==> src/rtl/frrf_pkg.sv <==
// Shared types, constants and helpers for the free region run finder.
package frrf_pkg;

	localparam int DATA_W    = 32;
	localparam int SUM_W     = DATA_W + 1;
	localparam int CFG_IDX_W = 1;

	localparam logic [DATA_W-1:0] MIN_RUN_RESET   = 32'd4096;
	localparam logic [DATA_W-1:0] PART_SIZE_RESET = 32'd1048576;

	// result queue
	localparam int FIFO_DEPTH = 4;
	localparam int PTR_W      = $clog2(FIFO_DEPTH);
	localparam int CNT_W      = $clog2(FIFO_DEPTH + 1);

	typedef enum logic [CFG_IDX_W-1:0] {
		CFG_MIN_RUN_SIZE   = 1'b0,
		CFG_PARTITION_SIZE = 1'b1
	} cfg_idx_t;

	typedef struct packed {
		logic [DATA_W-1:0] run_offset;
		logic [DATA_W-1:0] run_size;
		logic              last;
	} res_t;

	// up to two results written into the queue in one cycle
	typedef struct packed {
		logic [1:0] n;
		res_t       res0;
		res_t       res1;
	} push_t;

	// clamp a 33 bit sum to 32 bits
	function automatic logic [DATA_W-1:0] sat32(input logic [SUM_W-1:0] v);
		return v[SUM_W-1] ? {DATA_W{1'b1}} : v[DATA_W-1:0];
	endfunction

endpackage

==> src/rtl/frrf_scan.sv <==
// Scan state registers and the page / end marker update logic.
module frrf_scan import frrf_pkg::*; (
	input  logic              clk,
	input  logic              arst_n,
	input  logic              fire,
	input  logic              kind,
	input  logic [DATA_W-1:0] pg_offset,
	input  logic [DATA_W-1:0] pg_length,
	input  logic              page_obsolete,
	input  logic [DATA_W-1:0] min_run_size,
	input  logic [DATA_W-1:0] partition_size,
	output push_t             push
);

	logic [DATA_W-1:0] scan_q;
	logic              open_q;
	logic [DATA_W-1:0] begin_q;
	logic [DATA_W-1:0] len_q;
	logic [SUM_W-1:0]  end_q;     // begin_q + len_q, valid while open
	logic              fin_q;

	logic [SUM_W-1:0]  pg_end;
	logic              r1, r2, open1, gap, gap_adj, skip, extend, ovf;
	logic [DATA_W-1:0] scan1, tgt, begin2, dist2, begin3, len3;
	logic [SUM_W-1:0]  diff3, end3;
	res_t              res_r2;

	logic [DATA_W-1:0] scan_d, begin_d, len_d;
	logic [SUM_W-1:0]  end_d;
	logic              open_d, fin_d;

	always_comb begin
		pg_end = {1'b0, pg_offset} + {1'b0, pg_length};

		// a run already long enough goes out first
		r1    = open_q && (len_q >= min_run_size);
		scan1 = r1 ? sat32(end_q) : scan_q;
		open1 = open_q && !r1;

		// free gap up to the page start, or up to the region end
		tgt     = kind ? partition_size : pg_offset;
		gap     = tgt > scan1;
		gap_adj = open1 && (end_q == {1'b0, scan1});
		begin2  = gap ? (gap_adj ? begin_q : scan1) : begin_q;
		dist2   = tgt - begin2;

		skip = !kind && (pg_end <= {1'b0, scan1});

		// obsolete page joins the run or starts a new one
		extend = gap || (open1 && (end_q == {1'b0, pg_offset}));
		begin3 = extend ? begin2 : pg_offset;
		diff3  = pg_end - {1'b0, begin3};
		ovf    = diff3[SUM_W-1];
		len3   = ovf ? {DATA_W{1'b1}} : diff3[DATA_W-1:0];
		end3   = ovf ? ({1'b0, begin3} + {1'b0, {DATA_W{1'b1}}}) : pg_end;

		if (!kind && !skip && page_obsolete) begin
			r2                = len3 >= min_run_size;
			res_r2.run_offset = begin3;
			res_r2.run_size   = len3;
		end else begin
			r2                = !skip && gap && (dist2 >= min_run_size);
			res_r2.run_offset = begin2;
			res_r2.run_size   = dist2;
		end
		res_r2.last = 1'b1;

		// next state
		scan_d  = scan_q;
		open_d  = open_q;
		begin_d = begin_q;
		len_d   = len_q;
		end_d   = end_q;
		fin_d   = fin_q;
		if (kind) begin
			fin_d = 1'b1;
		end else if (skip) begin
			scan_d = scan1;
			open_d = open1;
		end else begin
			scan_d = sat32(pg_end);
			open_d = page_obsolete && !r2;
			begin_d = begin3;
			len_d   = len3;
			end_d   = end3;
		end

		// results, the final one flagged last
		push.res0.run_offset = r1 ? begin_q : res_r2.run_offset;
		push.res0.run_size   = r1 ? len_q : res_r2.run_size;
		push.res0.last       = !(r1 && r2);
		push.res1            = res_r2;
		if (fire && !fin_q)
			push.n = {1'b0, r1} + {1'b0, r2};
		else
			push.n = 2'd0;
	end

	always_ff @(posedge clk or negedge arst_n) begin
		if (!arst_n) begin
			scan_q  <= '0;
			open_q  <= 1'b0;
			begin_q <= '0;
			len_q   <= '0;
			end_q   <= '0;
			fin_q   <= 1'b0;
		end else if (fire && !fin_q) begin
			scan_q  <= scan_d;
			open_q  <= open_d;
			begin_q <= begin_d;
			len_q   <= len_d;
			end_q   <= end_d;
			fin_q   <= fin_d;
		end
	end

endmodule

==> src/rtl/frrf_res_fifo.sv <==
// Result queue: takes up to two results a cycle, hands out one a cycle while out_ready is high.
module frrf_res_fifo import frrf_pkg::*; (
	input  logic  clk,
	input  logic  arst_n,
	input  push_t push,
	output logic  room,
	output logic  out_valid,
	input  logic  out_ready,
	output res_t  res
);

	res_t             mem_q [FIFO_DEPTH];
	logic [PTR_W-1:0] wr_ptr_q, rd_ptr_q, wr_ptr1;
	logic [CNT_W-1:0] cnt_q;
	logic             pop;

	assign out_valid = cnt_q != '0;
	assign pop       = out_valid && out_ready;
	assign res       = mem_q[rd_ptr_q];
	assign wr_ptr1   = wr_ptr_q + PTR_W'(1);
	// two free slots, counting the one freed by this cycle's transfer
	assign room = (cnt_q <= CNT_W'(FIFO_DEPTH - 2)) ||
	              ((cnt_q == CNT_W'(FIFO_DEPTH - 1)) && pop);

	always_ff @(posedge clk) begin
		if (push.n != 2'd0)
			mem_q[wr_ptr_q] <= push.res0;
		if (push.n == 2'd2)
			mem_q[wr_ptr1] <= push.res1;
	end

	always_ff @(posedge clk or negedge arst_n) begin
		if (!arst_n) begin
			wr_ptr_q <= '0;
			rd_ptr_q <= '0;
			cnt_q    <= '0;
		end else begin
			wr_ptr_q <= wr_ptr_q + PTR_W'(push.n);
			if (pop)
				rd_ptr_q <= rd_ptr_q + PTR_W'(1);
			cnt_q <= cnt_q + CNT_W'(push.n) - CNT_W'(pop);
		end
	end

	a_cnt_bound: assert property (@(posedge clk) disable iff (!arst_n)
		cnt_q <= CNT_W'(FIFO_DEPTH))
		else $error("result queue count past depth");

	a_push_room: assert property (@(posedge clk) disable iff (!arst_n)
		(push.n != 2'd0) |-> room)
		else $error("results pushed without room");

	a_push_n: assert property (@(posedge clk) disable iff (!arst_n)
		push.n != 2'd3)
		else $error("more than two results from one item");

	a_pair_last: assert property (@(posedge clk) disable iff (!arst_n)
		(push.n == 2'd2) |-> (!push.res0.last && push.res1.last))
		else $error("last flag misplaced on result pair");

endmodule

==> src/rtl/free_region_run_finder_core.sv <==
// Top level of the free region run finder: config, input stage, scan, result queue.
//
//  channel  | handshake             | payload
//  ---------+-----------------------+-----------------------------------------------
//  in       | in_valid / in_ready   | kind, pg_offset, pg_length, page_obsolete
//  out      | out_valid / out_ready | run_offset, run_size, last
//  cfg      | cfg_we                | cfg_index, cfg_wdata (0 min run, 1 partition)
//
// An input transfer is held in the input stage and handled by the scan logic
// once the result queue has room for two results, so items are taken back to
// back while it has room; the queue drains one result per cycle while
// out_ready is high. Reset clears the scan state, queue pointers and input
// stage and loads the register defaults. A stalled output holds off input
// once the queue cannot take two more results.
module free_region_run_finder_core import frrf_pkg::*; (
	input  logic                 clk,
	input  logic                 arst_n,
	input  logic                 in_valid,
	output logic                 in_ready,
	input  logic                 kind,
	input  logic [DATA_W-1:0]    pg_offset,
	input  logic [DATA_W-1:0]    pg_length,
	input  logic                 page_obsolete,
	output logic                 out_valid,
	input  logic                 out_ready,
	output logic [DATA_W-1:0]    run_offset,
	output logic [DATA_W-1:0]    run_size,
	output logic                 last,
	input  logic                 cfg_we,
	input  logic [CFG_IDX_W-1:0] cfg_index,
	input  logic [DATA_W-1:0]    cfg_wdata
);

	// configuration registers
	logic [DATA_W-1:0] min_run_q;
	logic [DATA_W-1:0] region_size_q;

	always_ff @(posedge clk or negedge arst_n) begin
		if (!arst_n) begin
			min_run_q     <= MIN_RUN_RESET;
			region_size_q <= PART_SIZE_RESET;
		end else if (cfg_we) begin
			case (cfg_idx_t'(cfg_index))
				CFG_MIN_RUN_SIZE:   min_run_q     <= cfg_wdata;
				CFG_PARTITION_SIZE: region_size_q <= cfg_wdata;
				default: ;
			endcase
		end
	end

	// input stage
	logic              valid_s1;
	logic              kind_s1;
	logic [DATA_W-1:0] offset_s1;
	logic [DATA_W-1:0] size_s1;
	logic              obsolete_s1;
	logic              room;
	logic              fire;

	// the staged item is handled once the queue can hold both possible results
	assign fire     = valid_s1 && room;
	assign in_ready = !valid_s1 || fire;

	always_ff @(posedge clk or negedge arst_n) begin
		if (!arst_n)
			valid_s1 <= 1'b0;
		else if (in_valid && in_ready)
			valid_s1 <= 1'b1;
		else if (fire)
			valid_s1 <= 1'b0;
	end

	always_ff @(posedge clk) begin
		if (in_valid && in_ready) begin
			kind_s1     <= kind;
			offset_s1   <= pg_offset;
			size_s1     <= pg_length;
			obsolete_s1 <= page_obsolete;
		end
	end

	push_t push;
	res_t  res;

	frrf_scan u_scan (
		.clk            (clk),
		.arst_n         (arst_n),
		.fire           (fire),
		.kind           (kind_s1),
		.pg_offset      (offset_s1),
		.pg_length      (size_s1),
		.page_obsolete  (obsolete_s1),
		.min_run_size   (min_run_q),
		.partition_size (region_size_q),
		.push           (push)
	);

	frrf_res_fifo u_res_fifo (
		.clk       (clk),
		.arst_n    (arst_n),
		.push      (push),
		.room      (room),
		.out_valid (out_valid),
		.out_ready (out_ready),
		.res       (res)
	);

	assign run_offset = res.run_offset;
	assign run_size   = res.run_size;
	assign last       = res.last;

endmodule
==> config.mk <==
export PLATFORM = sky130hd
export DESIGN_NAME = free_region_run_finder_core
export DESIGN_NICKNAME = d
export VERILOG_FILES = /design/src/rtl/frrf_pkg.sv /design/src/rtl/frrf_scan.sv /design/src/rtl/frrf_res_fifo.sv /design/src/rtl/free_region_run_finder_core.sv
export SDC_FILE = /design/constraint.sdc
export NUM_CORES = 1
export LEC_CHECK = 0
export ABC_CLOCK_PERIOD_IN_PS = 15700
export BUFFER_PORTS_ARGS = -buffer_cell sky130_fd_sc_hd__buf_4
export CORE_UTILIZATION = 51
export CTS_BUF_LIST = sky130_fd_sc_hd__clkbuf_4 sky130_fd_sc_hd__clkbuf_8 sky130_fd_sc_hd__clkbuf_16
export DETAILED_ROUTE_END_ITERATION = 6
export GPL_TIMING_DRIVEN = 0
export PLACE_DENSITY_LB_ADDON = 0.08
export SLEW_MARGIN = 25
export SYNTH_ARGS = -nofsm -noshare
export SYNTH_HDL_FRONTEND = slang
export SYNTH_SLANG_ARGS = --single-unit
==> constraint.sdc <==
create_clock -name clk -period 15.7 [get_ports clk]
set_input_delay 0.785 -clock clk [delete_from_list [all_inputs] [get_ports clk]]
set_output_delay 0.785 -clock clk [all_outputs]
set_load 0.01 [all_outputs]
# == After elaboration in Yosys (flattened, before gate mapping) ==
# Memory sizes are Yosys's and may differ from the RTL's.
# Cells that the tools add are included.
# totals
ff_bits,269
ramBits,260
input_bits,104
output_inout_bits,67
memories,1
# op_classes
addsub,10
magnitude_cmp,6
eq_ne,4
mux,22
bitwise_logic,3
n_reduce_logical,34
# mem_list
memory,depth,width,read_ports,rd_clocked_by_memory_dff,write_ports,line,rtl
u_res_fifo.mem_q,4,65,1,0,2,frrf_res_fifo.sv:12,res_t mem_q [FIFO_DEPTH];
# ops
operator,n
32-bit two-way mux,11
32-bit greater-or-equal comparator,3
33-bit by 32-bit equality test with 1-bit output,2
64-bit two-way mux,1
32-bit by 32-bit adder with 33-bit output,1
32-bit by 32-bit adder with 33-bit output (second input constant),1
33-bit by 32-bit <= comparator with 1-bit output,1
33-bit two-way mux,1
33-bit by 32-bit subtractor with 33-bit output,1
32-bit greater-than comparator,1
32-bit subtractor,1
1-bit logical AND,16
1-bit two-way mux,8
2-bit AND reduction,4
1-bit logical NOT,7
2-bit by 1-bit adder with 2-bit output (second input constant),2
2-bit nonzero test,2
3-bit by 2-bit adder with 3-bit output,1
3-bit by 2-bit equality test with 1-bit output (second input constant),1
3-bit by 2-bit <= comparator with 1-bit output (second input constant),1
1-bit logical OR,3
1-bit inverter,3
3-bit AND reduction,1
3-bit nonzero test,1
5 further kinds,5

# == Logic depth before layout (Yosys ltp) ==
# depth
ltp_word,17
ltp_mapped,67
ltp_nobuf,61

# == By module ==
# Synthesis repeated with hierarchy kept, for this count alone.
# hier_totals
hier_cells,3331
area_unflattened_um2,36338.6
# by_module_without_submodules
mod,n_inst,cells_each,area_each_um2
frrf_scan,1,2453,18531.5
frrf_res_fifo,1,670,13346.6
free_region_run_finder_core,1,208,4460.5

# == Worst setup path before layout ==
# Ideal clock, no wire load.
# synth_path
path_type,register to register
startpoint,reg u_scan.len_q[0]
endpoint,"mem u_res_fifo.mem_q[1][10] (netlist name), enable pin"
setup_ps,565
arrival_time_ps,15855
setup_slack_ps,-720
stages_incl_launch_ff,61
n_path_buf,7
synth_period_minus_slack_ps,16420
cell_sequence,dfrtp_1 inv_1 ha_1 nand2b_1 a21oi_1 o21a_1 o311a_1 o21ai_2 nand2_1 inv_1 clkbuf_1 clkbuf_1 nor2_1 a21oi_1 inv_1 ha_1 nand4_1 nor4_1 [25 not listed] nand2b_1 ha_1 a21o_1 a21o_1 a21o_1 a21oi_1 nor2b_1 o21ai_0 a21oi_1 o31a_1 o21ai_0 a211oi_1 o2111ai_1 a31oi_1 a41o_1 ha_1 mux2i_1 nor3_1
# synth_lines
element,line,rtl
"start, declared",frrf_scan.sv:18,logic [DATA_W-1:0] len_q;
"start signal, assigned",frrf_scan.sv:111,len_q <= len_d;
"end, declared",frrf_res_fifo.sv:12,

==> impl_metrics.json <==
{
  "clk_pin_slew_ps": 60,
  "synth_cell_types": 89,
  "worstMarginPinSlew_ps": 1090,
  "nNetsFinal": 4163,
  "fin_crit_sh_pct": 98.3,
  "antenna_found_initial": 2,
  "rsz0062_at_grt": "yes",
  "synth_nets": 3899,
  "maxSlewViolCount": 0,
  "num_io_pins": 171,
  "top_regs": "u_res_fifo.mem_q (260), u_scan.end_q (33)",
  "clk_latency_ps": 660,
  "drive_above_1_share_pct": 16.4,
  "slew_headroom_pct": 25.2,
  "crit_path_frequent_cell": "nand2_1",
  "area_delta_synth_final_pct": 15.7,
  "holdCritPathClass": "primary input to async pin",
  "clock_skew_ps": 24.3,
  "drt_iter0_markers": 4362,
  "synthTopCellsByArea": "edfxtp_1, dfrtp_1, ha_1",
  "critical_path_class": "flop to flop",
  "fin_util_pct": 60.0,
  "drv_cap": 0,
  "regArea_mm2": 0.0148,
  "multi_input_area_mm2": 0.0193,
  "start_kind": "flop",
  "grt_pass1_wl_um": 211000,
  "syn_area_per_cell_um2": 9.92,
  "synth.largest_area_cell": "edfxtp_1",
  "finalWorstSetupSlack_ps": 265,
  "violations": "design-rule violations",
  "largest-register": "u_res_fifo.mem_q",
  "firstDrtPassIters": 7,
  "clock_tree.buffer_depth": 3,
  "yosysWarnings": 0,
  "detail-route-antenna-nets": 0,
  "io_buffers": 170,
  "die_h_um": 264,
  "drc_errors": 3,
  "endpoint_kind": "flop",
  "syn_area_mm2": 0.0350,
  "dp_hpwl_um": 117000,
  "gr-usage-all-layers_pct": 41.9,
  "grt_pass1_vias": 30706,
  "start_util_pct": 51.9,
  "gr-total-overflow": 0,
  "stdcell_area_mm2": 0.0405,
  "critical-path-slowest-cell": "clkbuf_1",
  "via_per_inst": 6.75,
  "ys_top_cells_by_count": "o21ai_0, nand2_1, edfxtp_1",
  "cts_tree": "done",
  "gp_congestion": 1.05,
  "cp.arrival_ps": 15780,
  "avgRoutedWirePerCell_um": 31.3,
  "outcome": "finished, violations left",
  "yosysMostFrequentCell": "o21ai_0",
  "synthArstFlopShare_pct": 38.4,
  "place_ws_ps": -4990,
  "critPathMaxFanout": 33,
  "largest_register_ffs": 260,
  "placed_area_mm2": 0.0377,
  "finalWirelength_um": 148000,
  "core_area_mm2": 0.0675,
  "period_needed_ps": 15430,
  "synth_flop_cell": "edfxtp_1",
  "ys_ff_latch": 529,
  "synth_cells": 3532,
  "setup_viol": 0,
  "cts_root_buf": "clkbuf_16",
  "crit_path_max_incr_delay_ps": 760,
  "synth_top_area_share_pct": 27.6,
  "fmax_ghz": 0.0648,
  "nFillCells": 5678,
  "worstPathRequired_ps": 16050,
  "cts_made_buffers": 60,
  "synth_seq_area_share_pct": 42.3,
  "vias": 31855,
  "grt_max_degree": 77,
  "die_area_mm2": 0.0697,
  "cts_max_level": 2,
  "num_rows": 95,
  "hold_viol": 0,
  "die-width_um": 264,
  "synth_edf_count": 322,
  "cts_sinks": 529
}
[layer usage]
layer	GRT usage (%)	vias to the layer above	wire, um
met2	65.5	2129	66400
li1	-	13681	-
met3	8.17	426	15000
met4	26.6	2	11100
met5	0	-	11
met1	53.3	15617	55400
[final timing paths]
kind                                                          start                                   to  slack (ps)  cells after the start
worst max-delay path                      min_run_q[13]$_DFFE_PN0P_    u_res_fifo.mem_q[2][11]$_DFFE_PP_         270                     54
worst min-delay path                                         arst_n            min_run_q[17]$_DFFE_PN0P_          90                      1
worst max register to register            min_run_q[13]$_DFFE_PN0P_    u_res_fifo.mem_q[2][11]$_DFFE_PP_         270                     54
worst min register to register  u_res_fifo.mem_q[3][0]$_SDFFE_PP1N_  u_res_fifo.mem_q[3][0]$_SDFFE_PP1N_         490                      1
max in group asynchronous                                    arst_n        u_scan.scan_q[22]$_DFFE_PN0P_       14420                      3
min in group clk                                      pg_offset[20]              offset_s1[20]$_DFFE_PP_         310                      1
[layout make-up]
type / count / share of cell area (%)
antenna: 1 / 0.00617
buffer: 184 / 2.13
clock buffer: 82 / 4.49
clock inverter: 31 / 0.762
inverter: 158 / 1.47
multi-input combinational: 2661 / 47.6
sequential: 529 / 36.6
tap: 873 / 2.69
timing repair buffer: 202 / 4.28
[kinds of logic (layout without fill, tap and decap cells)]
family,after synthesis,after routing,synth area share (%)
flops,529,529,42.3
other cells,0,1,0
fa+ha+maj,264,264,9.51
buf+inv,343,657,3.82
simple gates,944,945,12.5
compound gates,1113,1113,20.2
mux,166,166,7.31
xor+xnor,173,173,4.33
[placed cells by master (no fill, tap or decap), types with 109 or more instances in the layout]
master / instances
inv_1: 153
o21ai_0: 445
edfxtp_1: 322
ha_1: 258
a21o_1: 109
a21oi_1: 166
nand2_1: 391
nor2_1: 199
dfrtp_1: 200
buf_4: 192
[what timing repair did]
action	CTS	global route
pin swaps	8	13
hold buffers	0	0
cloned	1	1
setup endpoints to repair	527	521
setup buffers	6	11
gates resized for setup	101	71
endpoints found under the hold margin	0	0
[metrics by stage]
step / TNS (ps) / hold WS (ps) / instances
final: 0 / 88.2 / 4721
after global routing: -2480 / 147 / 4720
after CTS: 0 / 115 / 4708
after detailed placement: -2242330 / 468 / 4589
after global placement: -3236380 / 448 / 4575
after floorplan: 0 / 431 / 3532
[worst max-delay path: cells and delay by family (launching register included)]
family	cells	cell delay [ps]
AND/OR/NAND/NOR	18	4760
AO/OA/AOI/OAI	17	4610
buffers and inverters	13	3310
adder cells (fa/ha/maj)	5	1800
flip-flops	1	360
multiplexers	1	130
Power is left out: the tool's default activity adds up to more than one toggle a clock period on the data nets, which glitch-free logic cannot reach.
